**src/rtl/rwmt_pkg.sv**
```systemverilog
package rwmt_pkg;

  localparam int unsigned SCAN_LIMIT = 65536;
  localparam int unsigned SCAN_W = $clog2(SCAN_LIMIT + 1);

  localparam logic [31:0] ID_RIFF = 32'h52494646;
  localparam logic [31:0] ID_WAVE = 32'h57415645;
  localparam logic [31:0] ID_LIST = 32'h4C495354;
  localparam logic [31:0] ID_INFO = 32'h494E464F;
  localparam logic [31:0] ID_BEXT = 32'h62657874;
  localparam logic [8:0]  BEXT_MIN = 9'd412;

  typedef enum logic [1:0] {
    PH_HDR  = 2'd0,
    PH_CHDR = 2'd1,
    PH_BODY = 2'd2,
    PH_FAIL = 2'd3
  } top_phase_t;

  typedef enum logic [1:0] {
    SP_TYPE = 2'd0,
    SP_HDR  = 2'd1,
    SP_BODY = 2'd2,
    SP_IDLE = 2'd3
  } sub_phase_t;

  localparam logic [1:0] ST_OK      = 2'd0;
  localparam logic [1:0] ST_NOTWAVE = 2'd1;
  localparam logic [1:0] ST_TRUNC   = 2'd2;
  localparam logic [1:0] ST_OVERRUN = 2'd3;

  typedef struct packed {
    logic [7:0] data_byte;
    logic [3:0] field_tag;
    logic       field_first;
    logic [1:0] parse_status;
    logic       last_byte;
  } result_t;

  // INFO subchunk ID to tag code; zero when the ID is not a known field.
  function automatic logic [3:0] info_tag(input logic [31:0] id);
    case (id)
      32'h494E414D: info_tag = 4'd1;
      32'h49415254: info_tag = 4'd2;
      32'h49505244: info_tag = 4'd3;
      32'h49474E52: info_tag = 4'd4;
      32'h49434D54: info_tag = 4'd5;
      32'h49435244: info_tag = 4'd6;
      32'h4954524B: info_tag = 4'd7;
      default:      info_tag = 4'd0;
    endcase
  endfunction

  // Field index in a bext chunk, whether a byte starts a field, and if it is text.
  function automatic logic [2:0] bext_field(input logic [8:0] p);
    if (p < 9'd256)      bext_field = 3'd0;
    else if (p < 9'd288) bext_field = 3'd1;
    else if (p < 9'd320) bext_field = 3'd2;
    else if (p < 9'd330) bext_field = 3'd3;
    else if (p < 9'd338) bext_field = 3'd4;
    else if (p < 9'd346) bext_field = 3'd5;
    else if (p < 9'd348) bext_field = 3'd6;
    else                 bext_field = 3'd7;
  endfunction

  function automatic logic bext_is_start(input logic [8:0] p);
    bext_is_start = (p == 9'd0) || (p == 9'd256) || (p == 9'd288) || (p == 9'd320) ||
                    (p == 9'd330) || (p == 9'd338) || (p == 9'd346) || (p == 9'd348);
  endfunction

  function automatic logic bext_is_text(input logic [2:0] f);
    bext_is_text = !(f == 3'd5 || f == 3'd6);
  endfunction

endpackage

```
**src/rtl/rwmt_parser.sv**
```systemverilog
module rwmt_parser
  import rwmt_pkg::*;
(
  input  logic       clk,
  input  logic       rst_n,
  input  logic       step,
  input  logic [7:0] data_byte,
  input  logic       last_byte,
  output result_t    res
);

  top_phase_t  top_phase_r, top_phase_nxt;
  sub_phase_t  sub_phase_r, sub_phase_nxt;
  logic [3:0]  header_count_r, header_count_nxt;
  logic [31:0] chunk_id_r, chunk_id_nxt;
  logic [31:0] chunk_rem_r, chunk_rem_nxt;
  logic        chunk_pad_r, chunk_pad_nxt;
  logic [31:0] list_rem_r, list_rem_nxt;
  logic [2:0]  sub_hcount_r, sub_hcount_nxt;
  logic [31:0] sub_id_r, sub_id_nxt;
  logic [31:0] sub_rem_r, sub_rem_nxt;
  logic        sub_pad_r, sub_pad_nxt;
  logic [8:0]  bext_pos_r, bext_pos_nxt;
  logic        bext_zero_r, bext_zero_nxt;
  logic [1:0]  error_r, error_nxt;
  logic [SCAN_W-1:0] scan_r, scan_nxt;

  logic [3:0]  tag;
  logic        first;
  logic [31:0] new_id, new_rem, sub_new_id, sub_new_rem, list_after;
  logic [3:0]  hc_inc;
  logic [2:0]  sub_hc_inc;
  logic [2:0]  bf;
  logic        bstart;
  logic [1:0]  status;

  always_comb begin
    top_phase_nxt = top_phase_r;  sub_phase_nxt = sub_phase_r;
    header_count_nxt = header_count_r;  chunk_id_nxt = chunk_id_r;
    chunk_rem_nxt = chunk_rem_r;  chunk_pad_nxt = chunk_pad_r;
    list_rem_nxt = list_rem_r;  sub_hcount_nxt = sub_hcount_r;
    sub_id_nxt = sub_id_r;  sub_rem_nxt = sub_rem_r;  sub_pad_nxt = sub_pad_r;
    bext_pos_nxt = bext_pos_r;  bext_zero_nxt = bext_zero_r;
    error_nxt = error_r;  scan_nxt = scan_r;
    tag = 4'd0;  first = 1'b0;
    new_id = {chunk_id_r[23:0], data_byte};
    new_rem = {data_byte, chunk_rem_r[31:8]};
    sub_new_id = {sub_id_r[23:0], data_byte};
    sub_new_rem = {data_byte, sub_rem_r[31:8]};
    hc_inc = header_count_r + 4'd1;
    sub_hc_inc = sub_hcount_r + 3'd1;
    list_after = (list_rem_r != 32'd0) ? list_rem_r - 32'd1 : 32'd0;
    bf = bext_field(bext_pos_r);
    bstart = bext_is_start(bext_pos_r);

    if (scan_r < SCAN_W'(SCAN_LIMIT)) begin
      scan_nxt = scan_r + SCAN_W'(1);
      case (top_phase_r)
        PH_HDR: begin
          chunk_id_nxt = new_id;
          header_count_nxt = hc_inc;
          if (hc_inc == 4'd4 && new_id != ID_RIFF) begin
            top_phase_nxt = PH_FAIL;  error_nxt = ST_NOTWAVE;
          end else if (hc_inc >= 4'd12) begin
            header_count_nxt = 4'd0;
            if (new_id != ID_WAVE) begin
              top_phase_nxt = PH_FAIL;  error_nxt = ST_NOTWAVE;
            end else begin
              top_phase_nxt = PH_CHDR;
            end
          end
        end
        PH_CHDR: begin
          if (chunk_pad_r) begin
            chunk_pad_nxt = 1'b0;
          end else begin
            if (header_count_r < 4'd4) chunk_id_nxt = new_id;
            else chunk_rem_nxt = new_rem;
            header_count_nxt = hc_inc;
            if (hc_inc >= 4'd8) begin
              header_count_nxt = 4'd0;
              list_rem_nxt = chunk_rem_nxt;
              bext_pos_nxt = (chunk_rem_nxt >= 32'(BEXT_MIN)) ? 9'd0 : BEXT_MIN;
              bext_zero_nxt = 1'b0;
              sub_phase_nxt = SP_TYPE;  sub_hcount_nxt = 3'd0;  sub_id_nxt = 32'd0;
              sub_rem_nxt = 32'd0;  sub_pad_nxt = 1'b0;
              chunk_pad_nxt = chunk_rem_nxt[0];
              if (chunk_rem_nxt != 32'd0) top_phase_nxt = PH_BODY;
            end
          end
        end
        PH_BODY: begin
          if (chunk_id_r == ID_LIST) begin
            list_rem_nxt = list_after;
            case (sub_phase_r)
              SP_TYPE: begin
                sub_id_nxt = sub_new_id;
                sub_hcount_nxt = sub_hc_inc;
                if (sub_hc_inc >= 3'd4) begin
                  sub_hcount_nxt = 3'd0;
                  sub_phase_nxt = (sub_new_id == ID_INFO) ? SP_HDR : SP_IDLE;
                end
              end
              SP_HDR: begin
                if (sub_pad_r) begin
                  sub_pad_nxt = 1'b0;
                end else if (sub_hcount_r == 3'd0 && list_rem_r < 32'd8) begin
                  sub_phase_nxt = SP_IDLE;
                end else begin
                  if (sub_hcount_r < 3'd4) sub_id_nxt = sub_new_id;
                  else sub_rem_nxt = sub_new_rem;
                  sub_hcount_nxt = sub_hc_inc;
                  if (sub_hcount_r == 3'd7) begin
                    sub_hcount_nxt = 3'd0;
                    if (sub_new_rem > list_after) begin
                      if (error_r == ST_OK) error_nxt = ST_OVERRUN;
                      sub_phase_nxt = SP_IDLE;
                    end else if (sub_new_rem != 32'd0) begin
                      sub_pad_nxt = sub_new_rem[0];
                      sub_phase_nxt = SP_BODY;
                    end
                  end
                end
              end
              SP_BODY: begin
                tag = info_tag(sub_id_r);
                first = (tag != 4'd0) && (sub_hcount_r == 3'd0);
                sub_hcount_nxt = 3'd1;
                sub_rem_nxt = sub_rem_r - 32'd1;
                if (sub_rem_r == 32'd1) begin
                  sub_hcount_nxt = 3'd0;
                  sub_phase_nxt = SP_HDR;
                end
              end
              default: ;
            endcase
          end else if (chunk_id_r == ID_BEXT && bext_pos_r < BEXT_MIN) begin
            bext_zero_nxt = bstart ? 1'b0 : bext_zero_r;
            if (bext_is_text(bf) && (bext_zero_nxt || data_byte == 8'd0)) begin
              bext_zero_nxt = 1'b1;
            end else begin
              tag = {1'b1, bf};
              first = bstart;
            end
            bext_pos_nxt = bext_pos_r + 9'd1;
          end
          chunk_rem_nxt = chunk_rem_r - 32'd1;
          if (chunk_rem_r == 32'd1) top_phase_nxt = PH_CHDR;
        end
        default: ;
      endcase
    end

    status = error_nxt;
    if (last_byte && error_nxt != ST_NOTWAVE &&
        !(top_phase_nxt == PH_CHDR && header_count_nxt == 4'd0))
      status = ST_TRUNC;

    res.data_byte = data_byte;
    res.field_tag = tag;
    res.field_first = first;
    res.parse_status = status;
    res.last_byte = last_byte;
  end

  always_ff @(posedge clk) begin
    if (!rst_n || (step && last_byte)) begin
      top_phase_r <= PH_HDR;  sub_phase_r <= SP_TYPE;
      header_count_r <= 4'd0;  chunk_id_r <= 32'd0;  chunk_rem_r <= 32'd0;
      chunk_pad_r <= 1'b0;  list_rem_r <= 32'd0;  sub_hcount_r <= 3'd0;
      sub_id_r <= 32'd0;  sub_rem_r <= 32'd0;  sub_pad_r <= 1'b0;
      bext_pos_r <= 9'd0;  bext_zero_r <= 1'b0;  error_r <= ST_OK;
      scan_r <= '0;
    end else if (step) begin
      top_phase_r <= top_phase_nxt;  sub_phase_r <= sub_phase_nxt;
      header_count_r <= header_count_nxt;  chunk_id_r <= chunk_id_nxt;
      chunk_rem_r <= chunk_rem_nxt;  chunk_pad_r <= chunk_pad_nxt;
      list_rem_r <= list_rem_nxt;  sub_hcount_r <= sub_hcount_nxt;
      sub_id_r <= sub_id_nxt;  sub_rem_r <= sub_rem_nxt;  sub_pad_r <= sub_pad_nxt;
      bext_pos_r <= bext_pos_nxt;  bext_zero_r <= bext_zero_nxt;
      error_r <= error_nxt;  scan_r <= scan_nxt;
    end
  end

endmodule

```
**src/rtl/rwmt_out_reg.sv**
```systemverilog
module rwmt_out_reg
  import rwmt_pkg::*;
(
  input  logic    clk,
  input  logic    rst_n,
  input  logic    load,
  input  result_t res_in,
  input  logic    take,
  output logic    valid,
  output result_t res_out
);

  logic    valid_r;
  result_t res_r;

  always_ff @(posedge clk) begin
    if (!rst_n) valid_r <= 1'b0;
    else if (load) valid_r <= 1'b1;
    else if (take) valid_r <= 1'b0;
  end

  always_ff @(posedge clk) begin
    if (load) res_r <= res_in;
  end

  assign valid = valid_r;
  assign res_out = res_r;

endmodule

```
**src/rtl/riff_wav_metadata_tagger_top.sv**
```systemverilog
// RIFF/WAVE metadata tagger.
// The slave channel takes one byte of a WAV file per beat (in_tdata) with
// in_tlast on the final byte of the stream. For every input beat the master
// channel returns exactly one beat: the same byte and the running parse status
// on out_tdata, a field tag that names the INFO or bext metadata field the byte
// belongs to and a first-byte flag on out_tuser, with out_tlast copied from
// the input.
// The parser state advances in the same cycle a byte is accepted, and the
// result sits in a single output register from the cycle after acceptance;
// one byte per cycle is sustained while out_tready is high. in_tready is high
// while the output register is empty or is being emptied in the same cycle;
// a stall on out_tready holds the result and stops intake after that one beat.
// Synchronous reset (rst_n low) returns the parser to the file-header phase
// and empties the output register. The beat carrying in_tlast also returns
// the parser to that phase, so the next byte starts a new stream.
// Only the first SCAN_LIMIT bytes of a stream are parsed; later bytes pass
// through untagged.
module riff_wav_metadata_tagger_top
  import rwmt_pkg::*;
(
  input  logic        clk,
  input  logic        rst_n,
  input  logic        in_tvalid,
  output logic        in_tready,
  input  logic [7:0]  in_tdata,   // data_byte
  input  logic        in_tlast,   // last_byte
  output logic        out_tvalid,
  input  logic        out_tready,
  output logic [15:0] out_tdata,  // out_byte[7:0], parse_status[9:8], zero
  output logic [4:0]  out_tuser,  // field_tag[3:0], field_first[4]
  output logic        out_tlast   // out_last
);

  result_t res, res_q;
  logic    accept;

  assign in_tready = !out_tvalid || out_tready;
  assign accept = in_tvalid && in_tready;

  rwmt_parser u_parser (
    .clk       (clk),
    .rst_n     (rst_n),
    .step      (accept),
    .data_byte (in_tdata),
    .last_byte (in_tlast),
    .res       (res)
  );

  rwmt_out_reg u_out (
    .clk     (clk),
    .rst_n   (rst_n),
    .load    (accept),
    .res_in  (res),
    .take    (out_tready),
    .valid   (out_tvalid),
    .res_out (res_q)
  );

  assign out_tdata = {6'd0, res_q.parse_status, res_q.data_byte};
  assign out_tuser = {res_q.field_first, res_q.field_tag};
  assign out_tlast = res_q.last_byte;

endmodule

```
**config.mk**
```make
export PLATFORM = sky130hd
export DESIGN_NAME = riff_wav_metadata_tagger_top
export DESIGN_NICKNAME = d
export VERILOG_FILES = /design/src/rtl/rwmt_pkg.sv /design/src/rtl/rwmt_parser.sv /design/src/rtl/rwmt_out_reg.sv /design/src/rtl/riff_wav_metadata_tagger_top.sv
export SDC_FILE = /design/constraint.sdc
export NUM_CORES = 1
export LEC_CHECK = 0
export ABC_AREA = 1
export BUFFER_PORTS_ARGS = -buffer_cell sky130_fd_sc_hd__buf_2
export CAP_MARGIN = 20
export CORE_MARGIN = 3
export CORE_UTILIZATION = 55
export DETAILED_ROUTE_END_ITERATION = 8
export PLACE_DENSITY = 0.74
export SYNTH_ARGS = -nofsm -noshare
export SYNTH_HDL_FRONTEND = slang
export SYNTH_SLANG_ARGS = --single-unit
```
**constraint.sdc**
```tcl
create_clock -name clk -period 5.6 [get_ports clk]
set_input_delay 1.12 -clock clk [delete_from_list [all_inputs] [get_ports clk]]
set_output_delay 1.12 -clock clk [all_outputs]
set_load 0.01 [all_outputs]
```
# ---- Word level (Yosys, flattened, before mapping)
# Index checks and enable logic that the tools add are counted.
dict set report word_totals {
  reg_bits 219
  out_inout_bits 24
  word_cells 268
}
dict set report op_classes {
  add_sub_neg 7
  order_cmp 17
  n_eq_ne 49
  muxes 123
  n_reduce_logical 51
}
# operator count
set op_table {}
lappend op_table {{32-bit 2-to-1 mux} 21}
lappend op_table {{32-bit case mux with 2 select lines} 7}
lappend op_table {{32-bit by 31-bit equality test with 1-bit output (second input constant)} 10}
lappend op_table {{32-bit nonzero test} 3}
lappend op_table {{32-bit by 1-bit subtractor with 32-bit output (second input constant)} 3}
lappend op_table {{9-bit less-than comparator (second input constant)} 8}
lappend op_table {{32-bit by 1-bit equality test with 1-bit output (second input constant)} 2}
lappend op_table {{32-bit by 31-bit inequality test with 1-bit output (second input constant)} 2}
lappend op_table {{9-bit equality test (second input constant)} 7}
lappend op_table {{2-bit 2-to-1 mux} 30}
lappend op_table {{4-bit 2-to-1 mux} 13}
lappend op_table {{9-bit 2-to-1 mux} 5}
lappend op_table {{3-bit 2-to-1 mux} 13}
lappend op_table {{32-bit by 9-bit greater-or-equal comparator with 1-bit output (second input constant)} 1}
lappend op_table {{32-bit > comparator} 1}
lappend op_table {{32-bit by 4-bit less-than comparator with 1-bit output (second input constant)} 1}
lappend op_table {{1-bit 2-to-1 mux} 23}
lappend op_table {{3-bit case mux with 7 select lines} 1}
lappend op_table {{10-bit AND reduction} 2}
lappend op_table {{9-bit case mux with 2 select lines} 1}
lappend op_table {{17-bit by 1-bit adder with 17-bit output (second input constant)} 1}
lappend op_table {{17-bit less-than comparator (second input constant)} 1}
lappend op_table {{3-bit inequality test (second input constant)} 5}
lappend op_table {{7-bit AND reduction} 2}
lappend op_table {{40 further kinds} 84}

# ---- Logic depth before layout (Yosys ltp)
# Gate-level depths: netlist of run 1.
dict set report depth {
  word_depth 16
  depth_mapped 28
  ltp_nobuf 28
}

# ---- By module
# From an unflattened synthesis of run 1, not the netlist that was laid out.
dict set report unflattened {
  cells_unflattened 2214
  hier_area_um2 14471.4
}
# mod instances cells_per_inst area_per_inst_um2 seq_area_each_um2
set modules_own_cells {}
lappend modules_own_cells {rwmt_parser 1 2181 13878.3 4043.9}
lappend modules_own_cells {rwmt_out_reg 1 22 524.3 500.5}
lappend modules_own_cells {riff_wav_metadata_tagger_top 1 11 68.8 0.0}

# ---- Worst setup path after synthesis of run 1
# Ideal clock, no wire load.
dict set report synth_timing {
  path_type {register -> register}
  startpoint {register u_parser.list_rem_r[0]}
  endpoint {register u_out.res_r (netlist bit u_out.res_out[2]) (data pin)}
  setup_time_ns 0.257
  arrival_ns 2.985
  slack_ns 2.358
  path_stages_with_launch 22
  period_less_slack_ns 3.242
  cell_sequence {dfxtp_1 > inv_1 > ha_1 > nand2_1 > nor2_1 > nand3_1 > clkbuf_1 > buf_1 > nand3_1 > ha_1 > a21oi_1 > nor2_1 > nor2_1 > nand3_1 > a21oi_1 > nand2_1 > nand3_1 > nor2_1 > nor2_1 > nand2_1 > nand3_1 > nand2_1}
}
dict set report synth_between {
  elab_chain_cells 14
  word_cells_on_any_way 17
}
# element line
set synth_lines {}
lappend synth_lines {{start, declared} rwmt_parser.sv:18} ;# logic [31:0] list_rem_r, list_rem_nxt;
lappend synth_lines {{start signal, assigned} rwmt_parser.sv:178} ;# list_rem_r <= list_rem_nxt; sub_hcount_r <= sub_hcount_nxt;
lappend synth_lines {{32-bit by 1-bit subtractor with 32-bit output / 32-bit nonzero test (equally long branches)} rwmt_parser.sv:52} ;# list_after = (list_rem_r != 32'd0) ? list_rem_r - 32'd1 : 32'd0;
lappend synth_lines {{32-bit 2-to-1 mux} rwmt_parser.sv:52}
lappend synth_lines {{32-bit > comparator} rwmt_parser.sv:115} ;# if (sub_new_rem > list_after) begin
lappend synth_lines {{2-bit 2-to-1 mux} rwmt_parser.sv:115}
lappend synth_lines {{2-bit 2-to-1 mux} rwmt_parser.sv:113} ;# if (sub_hcount_r == 3'd7) begin
lappend synth_lines {{2-bit 2-to-1 mux *} rwmt_parser.sv:107} ;# end else if (sub_hcount_r == 3'd0 && list_rem_r < 32'd8) begin
lappend synth_lines {{2-bit 2-to-1 mux *} rwmt_parser.sv:105} ;# if (sub_pad_r) begin
lappend synth_lines {{2-bit 2-to-1 mux *} rwmt_parser.sv:95} ;# case (sub_phase_r)
lappend synth_lines {{2-bit 2-to-1 mux *} rwmt_parser.sv:93} ;# if (chunk_id_r == ID_LIST) begin
lappend synth_lines {{2-bit case mux with 2 select lines *} rwmt_parser.sv:58} ;# case (top_phase_r)
lappend synth_lines {{2-bit 2-to-1 mux *} rwmt_parser.sv:56} ;# if (scan_r < SCAN_W'(SCAN_LIMIT)) begin
lappend synth_lines {{2-bit by 1-bit inequality test with 1-bit output} rwmt_parser.sv:155} ;# if (last_byte && error_nxt != ST_NOTWAVE &&
lappend synth_lines {{1-bit logical AND (2 in a row)} rwmt_parser.sv:155}
lappend synth_lines {{end signal, assigned} rwmt_out_reg.sv:23} ;# if (load) res_r <= res_in;
lappend synth_lines {{end, declared} rwmt_out_reg.sv:14} ;# result_t res_r;
# Every way passes the cells marked *; elsewhere a longest branch is shown, timed or not.
# A chain may end at the register's enable or synchronous reset.

# ---- Final worst setup path of run 1
dict set report layout_timing {
  startpoint {register u_parser.list_rem_r[5]}
  endpoint {register u_out.res_r (netlist bit u_out.res_out[2]) (data pin)}
}
# Same word-level chain as after synthesis.

==> key figures, run 1 <==
Run status
  • Status: finished, final reports clean

Clocking
  • Worst-path clk slew: 0.06 ns
  • Number of gates given a new drive strength after cts: 0
  • Clock tree root buffer cell: clkbuf_16
  • Number of clock sinks: 219
  • Post-CTS Setup Inserts: 0
  • Clock tree from TritonCTS: yes
  • Hold-fix buffer count after cts: 0
  • Number of clock buffers inserted by TritonCTS: 25
  • Deepest level of the CTS H-tree: 1
  • Clk Latency, worst-skew pair: 0.54 ns
  • Number of buffers on the longest clock path: 3

Yosys
  • Synth Area per Inst: 6.47 um^2
  • Distinct cell type count of the synthesized netlist: 51
  • Count of flip-flops with a built-in enable after synthesis: 16
  • Count of yosys warnings during synthesis: 0
  • Fraction of registers with async set or reset after synthesis: 0%
  • Yosys reg bits: 219
  • Seq/Total Area, Yosys: 31.7%
  • Synth Cell Area: 0.0143 mm^2
  • Cells after Synth: 2215
  • Dominant register cell in the synthesized netlist: dfxtp_1

Pwr
  • Internal Dissipation: 0.00314 W
  • Clock Power Share: 35.4%
  • LEAKAGE: 6.82 nW
  • Max rail drop VDD: 0.273 mV
  • Combinational share of power: 28.9%
  • PwrDens: 312 mW/mm^2
  • Net load switching power: 0.00170 W
  • Sequential share of power: 35.7%
  • Sw Share: 35.2%

Timing
  • Max transition margin: 22.5%
  • Unrepaired setup endpoints after global routing: false
  • Minimum period implied by the final worst setup slack: 3.96 ns
  • Worst setup skew after layout: 0.0155 ns
  • Post-route clock period utilization: 70.7%
  • Maximum clock frequency: 253 MHz
  • Transition at the pin with the smallest max-transition slack: 1.16 ns
  • Setup_tns: 0 ns
  • Total of endpoints with negative setup slack in the final report: 0
  • Number of pins exceeding their max-slew limit in the final report: 0
  • Final hold violation count: 0

Route
  • Iteration count of the initial detailed-routing pass: 7
  • Antenna violation net count after detailed routing: 0
  • Per-cell via count in the routed design: 5.77
  • Final wirelength: 40400 um
  • Total number of vias: 14700
  • Detailed Route Iter0 Violations: 1223
  • Average wire per cell in the routed design: 15.9 um
  • Drc violations: 0

Floorplanning
  • Placeable core area: 0.0254 mm^2
  • Die height: 167 um
  • Initial Utilization: 56.4%
  • Width of the die: 167 um
  • FP Rows: 58
  • Io pins: 37
  • Die area: 0.0280 mm^2

Min path
  • Critical hold path startpoint: u_parser.scan_r[15]$_SDFFE_PP0P_
  • Min-delay worst type: reg2reg
  • Hold Crit Endpoint: u_parser.scan_r[16]$_SDFFE_PP0P_
  • Hold path depth: 2

Critical path
  • Sort of element at the end of the critical path: flop
  • Worst reg2reg path depth: 22
  • Required arrival time at the worst endpoint: 5.88 ns
  • Worst R2R End: u_out.res_out[2]$_SDFFCE_PP1P_
  • Worst setup path class: reg2reg
  • Setup slack on the worst flop-to-flop path: 1.64 ns
  • Critical Path, Cell by Cell: nor2_1 > nand3_1 > nor2_1 > nand2_1 > nor2_1 > nand2_1 > inv_1 > nand3_1 > xnor2_1 > nand2_1 > ha_1 > nand2_1 > nor2_1 > nand2_1 > nor2_1 > nand3_1 > nand3_1 > nor2_1 > nor2_1 > nand2_1 > nand3_1 > nand2_1
  • Startpoint of the most critical register-to-register path: u_parser.list_rem_r[5]$_SDFFE_PP0P_
  • Top Family by Delay on Critical Path: simple AND/OR/NAND/NOR gates
  • Crit path buffers/inverters: 1
  • Cell with the largest stage delay on the worst path: dfxtp_1
  • Crit-path max FO: 4
  • Timing startpoint of the critical path: u_parser.list_rem_r[5]$_SDFFE_PP0P_
  • Data arrival time at the worst-slack endpoint: 4.24 ns
  • Slowest stage delay, CP: 0.34 ns
  • Critical path startpoint category: flop

Global routing
  • First-pass GRT wire length: 66800 um
  • Vias in the first global route: 13600
  • Initial antenna violation count: 0
  • Combined global-route utilization of all metal layers: 28.1%
  • Pin count of the biggest net entering global routing: 95
  • Overflow left after global routing: 0

Placed design
  • PortBufs: 30
  • Last weighted congestion value of the routability-driven placer: 0.913
  • Total placed cells including tap cells: 2494
  • Half-perimeter wire length after detailed placement: 28900 um

Finish
  • Number of nets in the finished design: 2258
  • Share of layout cells above drive strength 1: 5.83%
  • Diode count: 0
  • Area Overhead vs Synth: 8.17%
  • Final cell count without fillers: 2542
  • Most common library cell in the layout ignoring fill and taps: nand2_1
  • Most frequent cells in the layout: 446 x nand2_1, 274 x nor2_1, 255 x inv_1

Job
  • Max-Cap Viols: 0
[kinds of logic after synthesis]
logic type | synth area share (%)
XOR/XNOR | 2.32
other | 0.0262
AND/OR/NAND/NOR | 31.6
AO/OA/AOI/OAI | 19.9
adder cells (fa/ha/maj) | 4.54
buffers and inverters | 9.86
flip-flops | 31.7
[cell usage after synthesis (4+ instances only)]
cell / number / area share, %
xor2_1: 29 / 1.8
nor4_1: 21 / 0.92
xnor2_1: 7 / 0.43
buf_2: 13 / 0.45
nand3b_1: 15 / 0.79
ha_1: 52 / 4.5
or2_2: 24 / 1.0
buf_4: 8 / 0.42
nand3_1: 146 / 5.1
nor2_1: 274 / 7.2
a31oi_1: 49 / 2.1
nor3_1: 48 / 1.7
a221oi_1: 4 / 0.24
o22ai_1: 4 / 0.17
inv_1: 256 / 6.7
o21ai_0: 201 / 7.0
buf_1: 10 / 0.26
a211oi_1: 39 / 2.0
nor2_2: 4 / 0.17
clkbuf_1: 62 / 1.6
nand4_1: 42 / 1.8
o211ai_1: 30 / 1.6
edfxtp_1: 16 / 3.4
a21oi_1: 168 / 5.9
nand2_1: 446 / 12
dfxtp_1: 203 / 28
[worst register-to-register path, stage by stage, from the launching register on]
cell and delay (ns):
dfxtp_1 0.34, nor2_1 0.15, nand3_1 0.09, nor2_1 0.33, nand2_1 0.19, nor2_1 0.26, nand2_1 0.17, inv_1 0.15
nand3_1 0.11, xnor2_1 0.20, nand2_1 0.09, ha_1 0.30, nand2_1 0.08, nor2_1 0.14, nand2_1 0.09, nor2_1 0.14
nand3_1 0.19, nand3_1 0.15, nor2_1 0.05, nor2_1 0.25, nand2_1 0.09, nand3_1 0.10, nand2_1 0.05
[metal layers]
layer	track usage, %	wire, um	share of wire [%]
met1	38.1	18200	45
met2	46.5	18500	46
met3	2.97	2200	5.4
met4	10.4	1430	3.5
met5	0	0	0
[area by class of cell]
cell class | count | area, um^2
tap | 330 | 413
multi-input combinational | 1643 | 8420
clock buffer | 34 | 721
timing repair buffer | 42 | 265
clock inverter | 12 | 143
sequential | 219 | 4540
fill | 2457 | 9910
inverter | 262 | 983
[power groups by stage]
stage	logic (W)	clock network [W]	registers, W
after floorplan	0.00104	0	0.00174
after global placement	0.00134	0	0.00176
after detailed placement	0.00137	0	0.00176
after CTS	0.00138	0.00174	0.00173
after global routing	0.00159	0.00180	0.00174
final	0.00140	0.00171	0.00173
[state kept, by name, indices dropped and copies added (netlist names), 2 cells and up]
register,count
u_parser.chunk_id_r,32
u_parser.chunk_rem_r,32
u_parser.list_rem_r,32
u_parser.sub_id_r,32
u_parser.sub_rem_r,32
u_parser.scan_r,17
u_out.res_out,16
u_parser.bext_pos_r,9
u_parser.header_count_r,4
u_parser.sub_hcount_r,3
u_parser.error_r,2
u_parser.sub_phase_r,2
u_parser.top_phase_r,2
[worst max-delay path by stage]
| stage | to | cells past startpoint |
|---|---|---|
| CTS | u_out.res_out[2]$_SDFFCE_PP1P_ | 22 |
| floorplan | u_out.res_out[2]$_SDFFCE_PP1P_ | 21 |
| detailed placement | u_parser.sub_rem_r[28]$_SDFFE_PP0P_ | 15 |
| global route | u_out.res_out[2]$_SDFFCE_PP1P_ | 22 |
| finish | u_out.res_out[2]$_SDFFCE_PP1P_ | 22 |
| global placement | u_parser.sub_rem_r[2]$_SDFFE_PP0P_ | 15 |
[per-stage QoR]
stage,hold slack (ns),power [W],setup slack [ns],utilization [%],cell area (um^2)
4_1_cts,0.461,0.00485,1.67,60.8,15500
3_3_place_gp,0.449,0.00310,1.49,57.4,14600
3_5_place_dp,0.453,0.00313,1.36,57.4,14600
5_1_grt,0.475,0.00513,1.20,61.0,15500
2_1_floorplan,0.436,0.00278,2.36,-,14300
6_report,0.456,0.00484,1.64,61.0,15500
(Power assumes the default switching activity.)
==> run 2, diff against run 1 <==
ABC_AREA = 0   (was 1)
PLACE_DENSITY = 0.76   (was 0.74)
clock period = 3.6 ns   (was 5.6 ns; I/O delays follow)
==> run 2 against run 1 <==
Effect of this change: the flow now finishes with violations (setup timing); die area fell by 3.3%; critical path depth fell by 5; final area rose by 3.4%; non-clock buffer count rose by 122; worst hold slack got worse by 0.057 ns; global-route usage rose by 2.9 points; register-to-register slack got worse by 2.0 ns; critical endpoint is now u_out.res_out[1]$_SDFFCE_PP0P_; largest cell class unchanged.
==> key figures, run 2 <==
Clocking
  • Number of buffers on the longest clock path: 3 (unchanged)
  • Number of clock buffers inserted by TritonCTS: 25 (unchanged)
  • Clock tree root buffer cell: clkbuf_16
  • Deepest level of the CTS H-tree: 1 (unchanged)
  • Number of clock sinks: 219 (unchanged)
  • Worst-path clk slew: 0.06 ns (about the same)
  • Clock tree from TritonCTS: yes
  • Clk Latency, worst-skew pair: 0.54 ns (about the same)

Timing
  • Total of endpoints with negative setup slack in the final report: 7 (+7)
  • Max transition margin: 31.5% (+9.1 points)
  • Worst setup skew after layout: 0.0123 ns (-0.00321 ns)
  • Worst Hold Margin: 0.399 ns (-0.0567 ns)
  • Transition at the pin with the smallest max-transition slack: 1.03 ns (-0.136 ns)
  • Worst setup margin: -0.380 ns (-2.02 ns)
  • Post-route clock period utilization: 111% (+40 points)
  • Maximum clock frequency: 251 MHz (-0.54%)
  • Final hold violation count: 0 (unchanged)
  • Number of pins exceeding their max-slew limit in the final report: 0 (unchanged)
  • Unrepaired setup endpoints after global routing: true
  • Minimum period implied by the final worst setup slack: 3.98 ns (+0.0216 ns)

Run status
  • Failing checks: setup timing
  • Status: finished with violations

Global routing
  • Vias in the first global route: 13500 (-1.2%)
  • Combined global-route utilization of all metal layers: 31.0% (+2.9 points)
  • First-pass GRT wire length: 69000 um (+3.2%)
  • Initial antenna violation count: 0 (unchanged)
  • Overflow left after global routing: 0 (unchanged)
  • Pin count of the biggest net entering global routing: 90 (-5.3%)

Finish
  • Flip-flop and latch area: 0.00455 mm^2 (about the same)
  • Diode count: 0 (unchanged)
  • Share of layout cells above drive strength 1: 14.4% (+8.6 points)
  • Most common library cell in the layout ignoring fill and taps: nand2_1
  • Final cell utilization of the core: 65.3% (+4.3 points)
  • Number of nets in the finished design: 2002 (-11%)
  • Most frequent cells in the layout: 276 x nand2_1, 200 x dfxtp_1, 183 x a21oi_1
  • Area Overhead vs Synth: 15.7%
  • Combined area of the multi-input logic cells: 0.00880 mm^2 (+4.5%)
  • # fillers: 2091 (-15%)

Yosys
  • Seq/Total Area, Yosys: 32.8% (+1.1 points)
  • Synth Area per Inst: 7.35 um^2 (+14%)
  • Synth Cell Area: 0.0138 mm^2 (-3.4%)
  • Largest area contributor in the synthesized netlist: dfxtp_1
  • Share of the synthesized area in the top cell type: 29.4% (+0.99 points)
  • Most common library cells after synthesis: 279 x nand2_1, 203 x dfxtp_1, 185 x a21oi_1
  • Count of flip-flops with a built-in enable after synthesis: 16 (unchanged)
  • Leading cell type by number of instances after synthesis: nand2_1
  • Yosys reg bits: 219 (unchanged)
  • Dominant register cell in the synthesized netlist: dfxtp_1
  • Fraction of registers with async set or reset after synthesis: 0% (unchanged)
  • Count of yosys warnings during synthesis: 0 (unchanged)
  • Cells after Synth: 1883 (-15%)
  • Cell types with the largest area share after synthesis: dfxtp_1 29%, nand2_1 7.6%, a21oi_1 6.7%
  • Distinct cell type count of the synthesized netlist: 88 (+73%)

Floorplanning
  • Die height: 165 um (-1.6%)
  • Initial Utilization: 56.4% (about the same)
  • Die area: 0.0271 mm^2 (-3.3%)
  • Width of the die: 165 um (-1.6%)
  • Placeable core area: 0.0245 mm^2 (-3.4%)
  • FP Rows: 57 (-1.7%)
  • Io pins: 37 (unchanged)

Critical path
  • Required arrival time at the worst endpoint: 3.88 ns (-2.00 ns)
  • Critical Path, Cell by Cell: nor4_4 > and4b_2 > buf_6 > nand3_1 > or3_1 > xnor2_1 > nand2_1 > ha_1 > nand4_1 > buf_4 > nor3_1 > a21oi_1 > a32oi_2 > nor2_2 > or2_1 > a211oi_2 > a22oi_1
  • Top Family by Delay on Critical Path: simple AND/OR/NAND/NOR gates
  • Data arrival time at the worst-slack endpoint: 4.26 ns (+0.02 ns)
  • Crit path buffers/inverters: 2 (+1)
  • Cell with the largest stage delay on the worst path: or3_1
  • Sort of element at the end of the critical path: flop
  • Crit-path max FO: 4 (unchanged)
  • Worst setup path class: reg2reg
  • Critical path startpoint category: flop
  • Slowest stage delay, CP: 0.37 ns (+0.03 ns)

Route
  • Per-cell via count in the routed design: 6.41 (+11%)
  • Antenna violation net count after detailed routing: 0 (unchanged)
  • Drc violations: 0 (unchanged)
  • Iteration count of the initial detailed-routing pass: 6 (-1)
  • Total number of vias: 14600 (-0.23%)
  • Detailed Route Iter0 Violations: 1720 (+41%)
  • Average wire per cell in the routed design: 19.0 um (+19%)
  • Final wirelength: 43300 um (+7.1%)

Pwr
  • Max rail drop VDD: 0.353 mV (+29%)
  • LEAKAGE: 5.77 nW (-15%)
  • PwrDens: 390 mW/mm^2 (+25%)

Placed design
  • Worst setup slack before clock tree synthesis: -0.449 ns (-1.81 ns)
  • Last weighted congestion value of the routability-driven placer: 0.990 (+8.5%)
  • Half-perimeter wire length after detailed placement: 29400 um (+1.7%)
  • PortBufs: 30 (unchanged)

Min path
  • Min-delay worst type: in2reg

Job
  • Max-Cap Viols: 0 (unchanged)
==> run 2: changes by cell type in the layout (fill, tap and decap cells not counted), sizes merged, moves of 27 or more <==
cell and change:
and3 +28, buf +122, inv -217, nand2 -168, nand3 -27, nor2 -109
o21ai -57
==> run 2: logic make-up (layout without fill, tap and decap cells) <==
| logic type | after synthesis | count (layout) | share of synthesized area [%] |
|---|---|---|---|
| adder cells (fa/ha/maj) | 52 | 52 | 4.70 |
| flip-flops | 219 | 219 | 32.8 |
| multiplexers | 23 | 23 | 1.77 |
| AND/OR/NAND/NOR | 858 | 858 | 30.6 |
| XOR/XNOR | 50 | 50 | 3.16 |
| other | 1 | 6 | 0.0271 |
| buffers and inverters | 184 | 252 | 5.49 |
| AO/OA/AOI/OAI | 496 | 496 | 21.4 |
==> run 2: layer usage <==
layer  vias up  share of wire (%)  global-route usage [%]
met5         -                  0                       0
met3       132                8.0                    3.66
li1       6882                  -                       -
met2       699                 46                    50.7
met1      6910                 42                    42.0
met4         0                4.2                    12.1
==> run 2: report_power, final <==
part / internal (W) / switching [W] / total (W)
Sequential: 0.00248 / 0.0000329 / 0.00252
Combinational: 0.000392 / 0.000622 / 0.00101
Clock: 0.00163 / 0.00108 / 0.00271
Total: 0.00451 / 0.00173 / 0.00624
==> run 2: layout make-up <==
| cell class | instances | share of cell area (%) |
|---|---|---|
| Clock buffer | 34 | 4.56 |
| Multi-Input combinational cell | 1485 | 55.0 |
| Sequential cell | 219 | 28.4 |
| Timing Repair Buffer | 164 | 7.63 |
| Clock inverter | 12 | 0.899 |
| Inverter | 42 | 0.985 |
| Tap cell | 324 | 2.53 |
==> run 2: timing repair <==
item | CTS | global route
pin swaps | 18 | 21
buffers inserted | 5 | 9
hold buffers | 0 | 0
cloned | 0 | 0
gates resized for setup | 15 | 22
setup endpoints to repair | 7 | 7
==> run 2: final timing paths <==
path	startpoint	end	slack, ns	depth (start not counted)
setup / recovery	u_parser.list_rem_r[3]$_SDFFE_PP0P_	u_out.res_out[1]$_SDFFCE_PP0P_	-0.38	17
hold / removal	in_tlast	u_out.res_out[0]$_DFFE_PP_	0.40	1
setup reg to reg	u_parser.list_rem_r[3]$_SDFFE_PP0P_	u_out.res_out[1]$_SDFFCE_PP0P_	-0.38	17
hold reg to reg	u_parser.chunk_id_r[28]$_SDFFE_PP0P_	u_parser.chunk_id_r[28]$_SDFFE_PP0P_	0.46	2
==> run 2: through the flow <==
step                area (um^2)  total power, W  setup TNS, ns  instances
global route              16000         0.00644          -3.72       2280
detailed placement        14900         0.00347          -1.91       2220
floorplan                 13900         0.00313         -0.821       1888
finish                    16000         0.00624          -2.11       2280
CTS                       15900         0.00619          -1.63       2271
global placement          14900         0.00345          -1.22       2220
